[src/rtl/lxpf_pkg.sv]
// Shared types and constants of the length and XOR checksum packet framer.
package lxpf_pkg;

  localparam int unsigned BYTE_W    = 8;
  localparam int unsigned CFG_IDX_W = 8;

  // Configuration register indexes.
  localparam logic [CFG_IDX_W-1:0] REG_START_MARKER   = CFG_IDX_W'(0);
  localparam logic [CFG_IDX_W-1:0] REG_COMMAND_CODE   = CFG_IDX_W'(1);
  localparam logic [CFG_IDX_W-1:0] REG_END_MARKER     = CFG_IDX_W'(2);
  localparam logic [CFG_IDX_W-1:0] REG_PAYLOAD_LENGTH = CFG_IDX_W'(3);

  // One accepted payload byte, fully framed, waiting to be sent.
  typedef struct packed {
    logic [BYTE_W-1:0] data;      // the payload byte itself
    logic [BYTE_W-1:0] checksum;  // running XOR after this byte
    logic [BYTE_W-1:0] length;    // effective length, sent as the length byte
    logic              header;    // first byte of a packet: send the header first
    logic              finish;    // last byte of a packet: send the trailer after it
  } item_t;

endpackage

[src/rtl/lxpf_if.sv]
// Valid/ready stream interfaces for payload bytes and framed packet bytes.
interface lxpf_in_if;
  import lxpf_pkg::*;

  logic              valid;
  logic              ready;
  logic [BYTE_W-1:0] payload_byte;

  modport source (output valid, output payload_byte, input ready);
  modport sink (input valid, input payload_byte, output ready);
endinterface

interface lxpf_out_if;
  import lxpf_pkg::*;

  logic              valid;
  logic              ready;
  logic [BYTE_W-1:0] out_byte;
  logic              run_last;
  logic              packet_end;

  modport source (output valid, output out_byte, output run_last, output packet_end,
                  input ready);
  modport sink (input valid, input out_byte, input run_last, input packet_end,
                output ready);
endinterface

[src/rtl/lxpf_emit.sv]
// Output sequencer: holds one framed item and sends its bytes one per request.
module lxpf_emit
  import lxpf_pkg::*;
(
  input  logic              clk_i,
  input  logic              rst_ni,
  input  logic              item_valid_i,
  output logic              item_ready_o,
  input  item_t             item_i,
  input  logic [BYTE_W-1:0] start_marker_i,
  input  logic [BYTE_W-1:0] command_code_i,
  input  logic [BYTE_W-1:0] end_marker_i,
  lxpf_out_if.source        pkt_o
);

  typedef enum logic [2:0] {
    S_START,
    S_CMD,
    S_LEN,
    S_DATA,
    S_XOR,
    S_END
  } step_e;

  logic  busy_q;
  step_e step_q;
  step_e step_next;
  item_t item_q;
  logic  take;
  logic  last;
  logic  done;
  logic  load;

  // The data byte closes the run unless a trailer follows; the end marker always does.
  assign last = (step_q == S_END) || ((step_q == S_DATA) && !item_q.finish);
  assign take = busy_q && pkt_o.ready;
  assign done = take && last;
  assign item_ready_o = !busy_q || done;
  assign load = item_valid_i && item_ready_o;

  always_comb begin
    unique case (step_q)
      S_START: step_next = S_CMD;
      S_CMD:   step_next = S_LEN;
      S_LEN:   step_next = S_DATA;
      S_DATA:  step_next = S_XOR;
      S_XOR:   step_next = S_END;
      S_END:   step_next = S_START;
      default: step_next = S_START;
    endcase
  end

  always_ff @(posedge clk_i or negedge rst_ni) begin
    if (!rst_ni) begin
      busy_q <= 1'b0;
      step_q <= S_START;
    end else if (load) begin
      busy_q <= 1'b1;
      step_q <= item_i.header ? S_START : S_DATA;
    end else if (done) begin
      busy_q <= 1'b0;
    end else if (take) begin
      step_q <= step_next;
    end
  end

  always_ff @(posedge clk_i) begin
    if (load) begin
      item_q <= item_i;
    end
  end

  always_comb begin
    unique case (step_q)
      S_START: pkt_o.out_byte = start_marker_i;
      S_CMD:   pkt_o.out_byte = command_code_i;
      S_LEN:   pkt_o.out_byte = item_q.length;
      S_DATA:  pkt_o.out_byte = item_q.data;
      S_XOR:   pkt_o.out_byte = item_q.checksum;
      S_END:   pkt_o.out_byte = end_marker_i;
      default: pkt_o.out_byte = item_q.data;
    endcase
  end

  assign pkt_o.valid      = busy_q;
  assign pkt_o.run_last   = last;
  assign pkt_o.packet_end = (step_q == S_END);

endmodule

[src/rtl/length_xor_packet_framer.sv]
// Top level of the length and XOR checksum packet framer.
//
// Payload bytes arrive one per request on pld_i; a configured number of them
// forms one packet. Framed bytes leave one per request on pkt_o. The first
// payload byte of a packet yields start marker, command code, length byte and
// the byte itself; middle bytes yield only themselves; the last byte yields
// itself, the XOR checksum and the end marker. run_last marks the final byte
// caused by one payload byte, packet_end marks the end marker.
// Registers are written through cfg_we_i, cfg_idx_i and cfg_wdata_i: index 0
// start marker, 1 command code, 2 end marker, 3 payload length (0 acts as 1,
// above MAX_PAYLOAD acts as MAX_PAYLOAD). The user is to write them only while
// the block is idle; the block does not enforce it. A payload byte's first
// framed byte is offered in the cycle after acceptance. It causes from one
// framed byte for a middle byte to six for a one-byte packet; middle bytes
// stream at one per cycle while the receiver is ready: the next byte is
// accepted in the same cycle the last framed byte is taken. The single item
// holding register in the output sequencer sets this rate. Reset clears the
// registers to their defaults, starts a fresh packet and empties the output.
// When the receiver stalls, the offered byte holds and pld_i.ready stays low
// until the final byte of the held item is taken.
module length_xor_packet_framer
  import lxpf_pkg::*;
#(
  parameter int unsigned MAX_PAYLOAD = 250
) (
  input  logic                 clk_i,
  input  logic                 rst_ni,
  input  logic                 cfg_we_i,
  input  logic [CFG_IDX_W-1:0] cfg_idx_i,
  input  logic [BYTE_W-1:0]    cfg_wdata_i,
  lxpf_in_if.sink              pld_i,
  lxpf_out_if.source           pkt_o
);

  // Position counter only needs to reach MAX_PAYLOAD - 1.
  localparam int unsigned POS_W = $clog2(MAX_PAYLOAD + 1);

  logic [BYTE_W-1:0] start_marker_q;
  logic [BYTE_W-1:0] command_code_q;
  logic [BYTE_W-1:0] end_marker_q;
  logic [BYTE_W-1:0] payload_length_q;

  logic [POS_W-1:0]  pos_q;
  logic [BYTE_W-1:0] xor_q;

  logic [BYTE_W-1:0] eff_len;
  logic [BYTE_W:0]   taken;
  logic [BYTE_W-1:0] xor_seed;
  logic              accept;
  logic              item_ready;
  item_t             item;

  // Configuration registers.
  always_ff @(posedge clk_i or negedge rst_ni) begin
    if (!rst_ni) begin
      start_marker_q   <= '0;
      command_code_q   <= '0;
      end_marker_q     <= '0;
      payload_length_q <= BYTE_W'(1);
    end else if (cfg_we_i) begin
      unique case (cfg_idx_i)
        REG_START_MARKER:   start_marker_q   <= cfg_wdata_i;
        REG_COMMAND_CODE:   command_code_q   <= cfg_wdata_i;
        REG_END_MARKER:     end_marker_q     <= cfg_wdata_i;
        REG_PAYLOAD_LENGTH: payload_length_q <= cfg_wdata_i;
        default: ;
      endcase
    end
  end

  // Clamp the programmed length into the supported range.
  always_comb begin
    if (payload_length_q == '0) begin
      eff_len = BYTE_W'(1);
    end else if (payload_length_q > BYTE_W'(MAX_PAYLOAD)) begin
      eff_len = BYTE_W'(MAX_PAYLOAD);
    end else begin
      eff_len = payload_length_q;
    end
  end

  // Frame the incoming byte in one pass: header flag, checksum and packet end.
  assign taken    = (BYTE_W + 1)'(pos_q) + (BYTE_W + 1)'(1);
  assign xor_seed = (pos_q == '0) ? (command_code_q ^ eff_len) : xor_q;

  assign item.data     = pld_i.payload_byte;
  assign item.checksum = xor_seed ^ pld_i.payload_byte;
  assign item.length   = eff_len;
  assign item.header   = (pos_q == '0);
  assign item.finish   = (taken >= {1'b0, eff_len});

  assign pld_i.ready = item_ready;
  assign accept      = pld_i.valid && item_ready;

  // Packet position and running checksum advance with every accepted byte.
  always_ff @(posedge clk_i or negedge rst_ni) begin
    if (!rst_ni) begin
      pos_q <= '0;
      xor_q <= '0;
    end else if (accept) begin
      if (item.finish) begin
        pos_q <= '0;
        xor_q <= '0;
      end else begin
        pos_q <= taken[POS_W-1:0];
        xor_q <= item.checksum;
      end
    end
  end

  lxpf_emit u_emit (
    .clk_i          (clk_i),
    .rst_ni         (rst_ni),
    .item_valid_i   (pld_i.valid),
    .item_ready_o   (item_ready),
    .item_i         (item),
    .start_marker_i (start_marker_q),
    .command_code_i (command_code_q),
    .end_marker_i   (end_marker_q),
    .pkt_o          (pkt_o)
  );

endmodule

[src/flat_wrapper.sv]
// flat-port wrapper written by rule: the top's interface ports become plain ports
module length_xor_packet_framer_flat import lxpf_pkg::*;
#(
  parameter int unsigned MAX_PAYLOAD = 250
)
  (clk_i, rst_ni, cfg_we_i, cfg_idx_i, cfg_wdata_i, pld_i_valid, pld_i_payload_byte, pld_i_ready, pkt_o_valid, pkt_o_out_byte, pkt_o_run_last, pkt_o_packet_end, pkt_o_ready);
  lxpf_in_if pld_i_i ();
  lxpf_out_if pkt_o_i ();
  input  logic clk_i;
  input  logic rst_ni;
  input  logic cfg_we_i;
  input  logic [CFG_IDX_W-1:0] cfg_idx_i;
  input  logic [BYTE_W-1:0] cfg_wdata_i;
  input wire logic [$bits(pld_i_i.valid)-1:0] pld_i_valid;
  input wire logic [$bits(pld_i_i.payload_byte)-1:0] pld_i_payload_byte;
  output wire logic [$bits(pld_i_i.ready)-1:0] pld_i_ready;
  output wire logic [$bits(pkt_o_i.valid)-1:0] pkt_o_valid;
  output wire logic [$bits(pkt_o_i.out_byte)-1:0] pkt_o_out_byte;
  output wire logic [$bits(pkt_o_i.run_last)-1:0] pkt_o_run_last;
  output wire logic [$bits(pkt_o_i.packet_end)-1:0] pkt_o_packet_end;
  input wire logic [$bits(pkt_o_i.ready)-1:0] pkt_o_ready;
  assign pld_i_i.valid = pld_i_valid;
  assign pld_i_i.payload_byte = pld_i_payload_byte;
  assign pld_i_ready = pld_i_i.ready;
  assign pkt_o_valid = pkt_o_i.valid;
  assign pkt_o_out_byte = pkt_o_i.out_byte;
  assign pkt_o_run_last = pkt_o_i.run_last;
  assign pkt_o_packet_end = pkt_o_i.packet_end;
  assign pkt_o_i.ready = pkt_o_ready;
  length_xor_packet_framer #(.MAX_PAYLOAD(MAX_PAYLOAD)) u_core (.clk_i(clk_i), .rst_ni(rst_ni), .cfg_we_i(cfg_we_i), .cfg_idx_i(cfg_idx_i), .cfg_wdata_i(cfg_wdata_i), .pld_i(pld_i_i), .pkt_o(pkt_o_i));
endmodule
[config.mk]
export PLATFORM = sky130hd
export DESIGN_NAME = length_xor_packet_framer_flat
export DESIGN_NICKNAME = d
export VERILOG_FILES = /design/src/rtl/lxpf_pkg.sv /design/src/rtl/lxpf_if.sv /design/src/rtl/lxpf_emit.sv /design/src/rtl/length_xor_packet_framer.sv /design/src/flat_wrapper.sv
export SDC_FILE = /design/constraint.sdc
export NUM_CORES = 1
export LEC_CHECK = 0
export BUFFER_PORTS_ARGS = -buffer_cell sky130_fd_sc_hd__buf_2
export CORE_UTILIZATION = 55
export DETAILED_ROUTE_END_ITERATION = 10
export PLACE_DENSITY = 0.86
export SYNTH_ARGS = -nofsm -noshare
export SYNTH_HDL_FRONTEND = slang
export SYNTH_SLANG_ARGS = --single-unit
[constraint.sdc]
create_clock -name clk_i -period 6.5 [get_ports clk_i]
set_input_delay 1.3 -clock clk_i [delete_from_list [all_inputs] [get_ports clk_i]]
set_output_delay 1.3 -clock clk_i [all_outputs]
set_load 0.03 [all_outputs]
[After elaboration in Yosys (flattened, before gate mapping)]
Index checks and enable logic that the tools add are counted.
W data, S select, Z words.
Cells by class
  $add $sub $neg: 1
  order comparisons: 2
  equal/unequal tests: 9
  muxes and demuxes: 13
  bitwise gates (word level): 2
  reductions and logical operators: 19
Operator list (count)
  $mux W8: 5
  $pmux W8 S5: 1
  $logic_not A8 Y1: 3
  $eq A8 B2 Y1 const B: 2
  $xor A8 B8 Y8: 2
  $pmux W3 S5: 1
  $reduce_and A2 Y1: 5
  $add A8 B1 Y9 const B: 1
  $ge A9 B8 Y1: 1
  $mux W3: 3
  $eq A8 B1 Y1 const B: 1
  $gt A8 B8 Y1 const B: 1
  $eq A3 B2 Y1 const B: 2
  $eq A3 B3 Y1 const B: 2
  $logic_and A1 B1 Y1: 4
  $reduce_bool A2 Y1: 2
  $eq A3 B1 Y1 const B: 1
  $logic_not A3 Y1: 1
  $logic_not A1 Y1: 2
  $logic_or A1 B1 Y1: 2
  $mux W1: 2
  $mux W2: 1
  $ne A2 B1 Y1 const B: 1
Word-level totals
  register bits after elaboration: 77
  bits of input ports: 29
  output and inout bits: 12
  word-level logic and storage cells: 58

[Longest topological paths before layout]
Gate-level depths: netlist of the first run.
  depth in word-level cells: 8
  depth in mapped cells: 11
  gate-level depth less buffers: 10

[Modules after synthesis]
A second synthesis of the first run with hierarchy kept.
Second synthesis, totals
  cells, all modules: 350
  area total of the unflattened synthesis: 4119.0 um^2
Modules (own cells, without submodules)
  length_xor_packet_framer: instances 1, cells each 237, area an instance 2603.7 um^2, sequential area each 1202.4 um^2
  lxpf_emit: instances 1, cells each 113, area an instance 1515.2 um^2, sequential area each 850.8 um^2

[Least setup slack after synthesis of the first run]
OpenSTA, ideal clock, no wires.
  kind: flip-flop to output port
  start point: register u_core.u_emit.step_q[0]
  end point: output port pkt_o_out_byte[7]
  data arrival time: 2.120 ns
  path slack: 3.080 ns
  cell stages (with the launch flop): 5
  path buffers: 1
  cells stage by stage: dfrtp_1 buf_1 nor2_1 nor3b_1 a221oi_1
Between the ends
  cells in the longest elaborated chain, start to end: 2
  elaborated cells between the ends (all ways): 6
  classes of those cells: eq/ne: 4; mux: 1; reduce/logical: 1
Ends and longest elaborated chain
  start, declared: RTL line lxpf_emit.sv:26  | step_e step_q;
  start signal, assigned: RTL line lxpf_emit.sv:59  | step_q <= item_i.header ? S_START : S_DATA;
  start signal, assigned: RTL line lxpf_emit.sv:63  | step_q <= step_next;
  $eq A3 B3 Y1 (tied with other cells): RTL line lxpf_emit.sv:74  | unique case (step_q)
  $pmux W8 S5 *: RTL line lxpf_emit.sv:74
  end, declared: RTL line flat_wrapper.sv:18  | output wire logic [$bits(pkt_o_i.out_byte)-1:0] pkt_o_out_byte;
Mark *: on every way between the ends. The rest lies on a longest branch, timed or not.

[Worst setup path after layout of the first run]
  start point: register u_core.u_emit.step_q[2]
  end point: output port pkt_o_out_byte[4]
Same word-level chain as after synthesis.

==> results_dict.tcl, run 1 <==
set metrics [dict create \
    worst_ir_drop_vdd_mv 0.225 \
    grt_first_pass_wirelength_mm 13.7 \
    worst-endpoint-arrival_ns 2.62 \
    sequentialPowerShare_pct 41.9 \
    asyncSetResetFlopFracSynth_pct 67.5 \
    count_of_vias_placed_by_the_detailed_router 2722 \
    drc 0 \
    die_area_sq_mm 0.00741 \
    dp_hpwl_mm 5.64 \
    fin_skew_ns 0.00930 \
    worstPathRequired_ns 5.20 \
    post_synth_inst_count 320 \
    globalplace.congestion 0.869 \
    outcome "finished clean" \
    route.detailed.vias_per_inst 5.93 \
    final_hold_viol_count 0 \
    cts_tree "built" \
    dr_wl_met2_mm 4.20 \
    seq_area_frac_synth_pct 52.8 \
    floorplan.io_pins 41 \
    start_util_pct 57.2 \
    pin_count_of_the_biggest_net_entering_global_routing 53 \
    buffer_cell_driving_the_clock_tree_root "sky130_fd_sc_hd__clkbuf_8" \
    timing.critical_path.slowest_cell_delay_ns 0.99 \
    leakage_nw 1.97 \
    synth_cell_types 46 \
    placeableCoreArea_sq_mm 0.00679 \
    area.growth.synth_to_final_pct 12.2 \
    endpoint_kind "output pin" \
    internal_power_uw 980 \
    period_utilization_post_route_pct 60.2 \
    gr-total-overflow 0 \
    detail_route.wirelength_mm 8.26 \
    clk_transition_reported_paths_ns 0.08 \
    num-nets-final 397 \
    finalSetupViolations 0 \
    postCtsHoldBufs 0 \
    htree_levels 3 \
    crit_path_top_delay_cell "sky130_fd_sc_hd__nor2_1" \
    setup.worst_path.class "flip-flop to output pin" \
    drv.max_cap_violation_count 0 \
    cts_buffers 9 \
    route.met3.wl_um 442 \
    fp.dieH_um 86.1 \
    drt_pass1_iterations 4 \
    port_buffers 40 \
    ctsLongestPathBuffers 2 \
    average_footprint_of_a_synthesized_cell_sq_um 12.1 \
    synth_top_flop_cell "sky130_fd_sc_hd__dfrtp_1" \
    switching_share_pct 38.7 \
    die_width_um 86.1 \
    topRoutingLayerUsed "met4" \
    critPathMaxFanout 18 \
    via_count_of_the_first_global_routing_pass 2782 \
    synth_fp_nets 359 \
    utilization_pct 64.2 \
    worst_slew_margin_rel_pct 24.2 \
    drt_first_iter_violations 213 \
    antennaDiodeCount 0 \
    placement_rows 30 \
    finalSetupTns_ns 0 \
    comb_power_share_pct 35.2 \
    crit_chain "nor2_1 > mux2i_1 > a21oi_1 > buf_2" \
    grt_util_all_layers_pct 24.9 \
    setup.worst_path.start_class "flip-flop" \
    antenna_found_initial 0 \
    ant_nets 0 \
    route.layer.met1.wl_mm 3.51 \
    synth_edf_count 25 \
    wl_per_cell_um 18.0 \
    final-max-slew-violation-count 0 \
    total_switching_power_uw 617 \
    worst_slew_pin_slew_ns 1.13 \
    layout_common_cells "sky130_fd_sc_hd__dfrtp_1, sky130_fd_sc_hd__buf_2, sky130_fd_sc_hd__mux2_2" \
    grt_setup_unrepaired "false" \
    tritoncts_num_sinks 77 \
    layout-drive-gt1-share_pct 27.5 \
    finalCriticalPeriod_ns 3.92 \
    synthesis.yosys.warnings 0 \
    number_of_instances_resized_during_post_cts_repair 0 \
    synth.ff_latch_count 77 \
    power_frac_clock_pct 22.9 \
    clk_latency_ns 0.35 \
    fmax_mhz 255 \
    layout_commonest_cell "sky130_fd_sc_hd__dfrtp_1" \
    post_cts_buffers 0 \
    power.density_cell_area_mw_per_mm2 366 \
    hold_class "flip-flop to flip-flop" \
    synthesis.area_sq_mm 0.00389 \
]
==> worst paths after layout <==
path	startpoint	to	slack [ns]	depth (start not counted)
min in group asynchronous	rst_ni	u_core.payload_length_q[4]	1.06	2
max in group asynchronous	rst_ni	u_core.payload_length_q[6]	4.98	2
worst max register to register	u_core.u_emit.step_q[1]	u_core.xor_q[6]	3.11	7
worst max-delay path	u_core.u_emit.step_q[2]	pkt_o_out_byte[4]	2.58	4
worst min-delay path	u_core.end_marker_q[1]	u_core.end_marker_q[1]	0.51	1
worst min register to register	u_core.end_marker_q[1]	u_core.end_marker_q[1]	0.51	1
==> power groups by stage <==
stage | logic [mW] | clock network, mW | registers, mW
6_report | 0.562 | 0.365 | 0.670
5_1_grt | 0.614 | 0.389 | 0.681
4_1_cts | 0.561 | 0.371 | 0.668
3_5_place_dp | 0.558 | 0 | 0.679
3_3_place_gp | 0.541 | 0 | 0.674
2_1_floorplan | 0.459 | 0 | 0.620
==> worst max-delay path, delay by kind of cell, from the launching register on <==
family	cells	cell delay, ns
AND/OR/NAND/NOR	1	0.99
flip-flops	1	0.67
buffers and inverters	1	0.22
multiplexers	1	0.20
AO/OA/AOI/OAI	1	0.19
==> layout make-up <==
class / instances / area (sq um)
clock inverter: 5 / 60.1
multi-input combinational: 212 / 1710
sequential: 77 / 2050
timing repair buffer: 42 / 215
fill: 495 / 2430
tap: 96 / 120
clock buffer: 11 / 141
inverter: 16 / 60.1
==> per-stage QoR <==
step | power [mW] | setup slack [ns] | hold WS [ns] | cells | instance area, sq um
after floorplan | 1.08 | 3.08 | 0.473 | 320 | 3890
after global placement | 1.22 | 2.98 | 0.483 | 443 | 4160
after detailed placement | 1.24 | 2.96 | 0.488 | 443 | 4160
after CTS | 1.60 | 2.57 | 0.507 | 459 | 4360
after global routing | 1.68 | 2.43 | 0.519 | 459 | 4360
final | 1.60 | 2.58 | 0.508 | 459 | 4360
==> sequential cells by signal (all words and copies together) (netlist names) <==
register                   cells
u_core.u_emit.pkt_o.valid      1
u_core.u_emit.step_q           3
u_core.xor_q                   8
u_core.payload_length_q        8
u_core.start_marker_q          8
u_core.u_emit.item_q          25
u_core.pos_q                   8
u_core.command_code_q          8
u_core.end_marker_q            8
==> cell usage after synthesis, types with 6 or more instances <==
master,n,share of area [%]
sky130_fd_sc_hd__xor2_1,6,1.4
sky130_fd_sc_hd__nor2_1,21,2.0
sky130_fd_sc_hd__a21oi_1,15,1.9
sky130_fd_sc_hd__mux2_2,33,9.6
sky130_fd_sc_hd__clkbuf_1,9,0.87
sky130_fd_sc_hd__dfrtp_1,51,33
sky130_fd_sc_hd__nand3_1,12,1.5
sky130_fd_sc_hd__xnor2_1,15,3.4
sky130_fd_sc_hd__inv_1,16,1.5
sky130_fd_sc_hd__mux4_2,7,4.1
sky130_fd_sc_hd__o21ai_0,13,1.7
sky130_fd_sc_hd__edfxtp_1,25,19
sky130_fd_sc_hd__a22o_1,12,2.7
sky130_fd_sc_hd__nand2_1,11,1.1
sky130_fd_sc_hd__mux2i_1,8,2.1
sky130_fd_sc_hd__ha_1,10,3.2
==> layer usage <==
metal  track usage (%)  up-vias
li1                  -     1253
met1              32.1     1364
met2              41.9       93
met3              5.77       12
met4              8.03        0
met5                 0        -
==> cells by family (layout without fill, tap and decap cells) <==
logic type / Yosys count / after routing / share of synthesized area (%)
compound gates: 59 / 59 / 10.1
xor+xnor: 21 / 21 / 4.73
fa+ha+maj: 10 / 10 / 3.22
buf+inv: 31 / 74 / 3.12
flops: 77 / 77 / 52.8
mux: 48 / 48 / 15.7
simple gates: 74 / 74 / 10.3
Power figures use the tool's default switching activity.
==> inputs of run 2 (changes only) <==
--- a/config.mk
+++ b/config.mk
@@ -5,6 +5,7 @@
 export SDC_FILE = /design/constraint.sdc
 export NUM_CORES = 1
 export LEC_CHECK = 0
+export ABC_AREA = 1
 export BUFFER_PORTS_ARGS = -buffer_cell sky130_fd_sc_hd__buf_2
 export CORE_UTILIZATION = 55
 export DETAILED_ROUTE_END_ITERATION = 10
==> constraint.sdc (replaced) <==
create_clock -name clk_i -period 3.7 [get_ports clk_i]
set_input_delay 0.74 -clock clk_i [delete_from_list [all_inputs] [get_ports clk_i]]
set_output_delay 0.74 -clock clk_i [all_outputs]
set_load 0.03 [all_outputs]
==> results_dict.tcl, run 2 <==
set metrics [dict create \
    outcome "finished clean" \
    synth_top_flop_cell "sky130_fd_sc_hd__dfrtp_1" \
    grt_first_pass_wirelength_mm 15.0 \
    globalplace.congestion 0.889 \
    antenna_found_initial 0 \
    leakage_nw 2.11 \
    hold_class "input port to asynchronous set/reset pin" \
    layout_common_cells "sky130_fd_sc_hd__nand2_1, sky130_fd_sc_hd__inv_1, sky130_fd_sc_hd__dfrtp_1" \
    cp_top_family "compound AO/OA/AOI/OAI gates" \
    finalCriticalPeriod_ns 3.22 \
    layout-drive-gt1-share_pct 13.4 \
    grt_util_all_layers_pct 27.0 \
    finalSetupTns_ns 0 \
    fmax_mhz 310 \
    timing.critical_path.slowest_cell_delay_ns 0.48 \
    drv.max_cap_violation_count 0 \
    layout_commonest_cell "sky130_fd_sc_hd__nand2_1" \
    drt_pass1_iterations 5 \
    cts_tree "built" \
    worst_slew_pin_slew_ns 0.825 \
    clk_latency_ns 0.36 \
    final_hold_viol_count 0 \
    port_buffers 40 \
    tritoncts_num_sinks 77 \
    ant_nets 0 \
    yosysTopAreaCellShare_pct 32.4 \
    report.power.total_mw 3.00 \
    cts_buffers 9 \
    fillCellCount 557 \
    clk_transition_reported_paths_ns 0.09 \
    top_register "u_core.u_emit.item_q" \
    synthTopCellsByCount "sky130_fd_sc_hd__nand2_1, sky130_fd_sc_hd__inv_1, sky130_fd_sc_hd__dfrtp_1" \
    synth_fp_nets 501 \
    endpoint_kind "output pin" \
    fp.dieH_um 86.6 \
    synthesis.yosys.warnings 0 \
    yosys.cell_count.top_type "sky130_fd_sc_hd__nand2_1" \
    worst_ir_drop_vdd_mv 0.336 \
    synth_area_leaders "sky130_fd_sc_hd__dfrtp_1, sky130_fd_sc_hd__edfxtp_1, sky130_fd_sc_hd__nand2_1" \
    postCtsHoldBufs 0 \
    synth.ff_latch_count 77 \
    area.growth.synth_to_final_pct 12.2 \
    ctsLongestPathBuffers 2 \
    finalSetupViolations 0 \
    crit_path_top_delay_cell "sky130_fd_sc_hd__dfrtp_1" \
    yosysTopAreaCell "sky130_fd_sc_hd__dfrtp_1" \
    critPathMaxFanout 12 \
    gr-total-overflow 0 \
    setup.worst_path.start_class "flip-flop" \
    synthesis.area_sq_mm 0.00394 \
    final-max-slew-violation-count 0 \
    post_synth_inst_count 462 \
    detail_route.wirelength_mm 9.55 \
    path_buf_inv 2 \
    placement_rows 30 \
    drc 0 \
    count_of_vias_placed_by_the_detailed_router 3378 \
    drt_first_iter_violations 238 \
    synth_edf_count 25 \
    die_width_um 86.6 \
    grt_setup_unrepaired "false" \
    flip_flop_count_of_the_largest_register_after_layout 25 \
    setup.worst_path.class "flip-flop to output pin" \
    start_util_pct 57.3 \
    via_count_of_the_first_global_routing_pass 3314 \
    post_cts_buffers 0 \
    placeableCoreArea_sq_mm 0.00687 \
    worst_slew_margin_rel_pct 44.9 \
    worst-endpoint-arrival_ns 2.48 \
    average_footprint_of_a_synthesized_cell_sq_um 8.53 \
    number_of_instances_resized_during_post_cts_repair 0 \
    antennaDiodeCount 0 \
    seq_area_frac_synth_pct 52.1 \
    floorplan.io_pins 41 \
    crit_chain "inv_1 > nand3_1 > o21ai_0 > a221oi_1 > a31oi_1 > buf_2" \
    synth_cell_types 34 \
    die_area_sq_mm 0.00750 \
    num-nets-final 540 \
    asyncSetResetFlopFracSynth_pct 67.5 \
    worstPathRequired_ns 2.96 \
    power.density_cell_area_mw_per_mm2 679 \
    buffer_cell_driving_the_clock_tree_root "sky130_fd_sc_hd__clkbuf_8" \
    wl_per_cell_um 15.9 \
    route.detailed.vias_per_inst 5.61 \
    pin_count_of_the_biggest_net_entering_global_routing 36 \
    fin_skew_ns 0.0107 \
    htree_levels 3 \
    period_utilization_post_route_pct 87.1 \
    dp_hpwl_mm 6.88 \
]
run 2: cell types whose count changed in the layout (fill, tap and decap cells not counted), moves of 7 or more:
cell,delta
sky130_fd_sc_hd__nand2_1,+107
sky130_fd_sc_hd__o21ai_0,+35
sky130_fd_sc_hd__mux2_2,-33
sky130_fd_sc_hd__a22o_1,-12
sky130_fd_sc_hd__nand3_1,+19
sky130_fd_sc_hd__mux4_2,-7
sky130_fd_sc_hd__inv_1,+55
sky130_fd_sc_hd__xnor2_1,-13
sky130_fd_sc_hd__mux2i_1,-8
run 2: cell families after synthesis:
group | after synthesis | share of synthesized area [%]
adder cells (fa/ha/maj) | 10 | 3.18
flip-flops | 77 | 52.1
AO/OA/AOI/OAI | 84 | 12.7
buffers and inverters | 87 | 8.45
XOR/XNOR | 12 | 2.67
AND/OR/NAND/NOR | 192 | 20.8
run 2: worst register-to-register path: stages (launching register included):
cell and delay (ns):
sky130_fd_sc_hd__dfrtp_1 0.42, sky130_fd_sc_hd__inv_1 0.08, sky130_fd_sc_hd__nor3_1 0.29, sky130_fd_sc_hd__nand3_1 0.14
sky130_fd_sc_hd__nor2_1 0.14, sky130_fd_sc_hd__nand2_1 0.09, sky130_fd_sc_hd__xor2_1 0.19, sky130_fd_sc_hd__inv_1 0.06
sky130_fd_sc_hd__ha_1 0.28, sky130_fd_sc_hd__nand2_1 0.07, sky130_fd_sc_hd__nor3_1 0.04, sky130_fd_sc_hd__a21oi_1 0.10
sky130_fd_sc_hd__and2_1 0.19, sky130_fd_sc_hd__nand2_1 0.10, sky130_fd_sc_hd__nor2_2 0.23, sky130_fd_sc_hd__nand3_1 0.11
sky130_fd_sc_hd__nand2_1 0.07
run 2: metrics by stage:
stage / instances / worst slack, ns / cell area [sq um] / utilization, % / hold WS [ns]
floorplan: 462 / 1.29 / 3940 / - / 0.444
global placement: 586 / 1.16 / 4220 / 61.4 / 0.464
detailed placement: 586 / 1.01 / 4220 / 61.4 / 0.482
CTS: 602 / 0.509 / 4420 / 64.3 / 0.478
global route: 602 / 0.398 / 4420 / 64.3 / 0.516
finish: 602 / 0.477 / 4420 / 64.3 / 0.457
run 2: final timing paths:
kind	depth (start not counted)	endpoint	start	slack (ns)
worst max register to register	16	u_core.xor_q[2]	u_core.pos_q[0]	1.03
max in group asynchronous	2	u_core.payload_length_q[0]	rst_ni	2.43
worst min register to register	2	u_core.xor_q[2]	u_core.xor_q[2]	0.50
min in group clk_i	2	u_core.xor_q[2]	u_core.xor_q[2]	0.50
worst max-delay path	6	pkt_o_out_byte[7]	u_core.u_emit.step_q[2]	0.48
worst min-delay path	1	u_core.end_marker_q[6]	rst_ni	0.46
run 2: cell type report:
type	instances	area, sq um	share of cell area [%]
Tap cell	96	120	2.72
Timing Repair Buffer	43	223	5.04
Sequential cell	77	2050	46.5
Clock inverter	5	36.3	0.821
Clock buffer	11	163	3.68
Multi-Input combinational cell	298	1550	35.1
Inverter	72	270	6.12
run 2: where the power goes:
part | leakage [nW] | internal, mW | switching, mW
clock | 0.107 | 0.309 | 0.334
combinational | 1.07 | 0.377 | 0.831
sequential | 0.928 | 1.04 | 0.109
total | 2.11 | 1.73 | 1.27
run 2: routing by layer:
layer,wire length [um],global-route usage [%],vias up
met5,0,0,-
met4,502,18.6,0
met3,602,4.57,45
met2,4820,47.3,161
li1,-,-,1588
met1,3620,30.0,1584
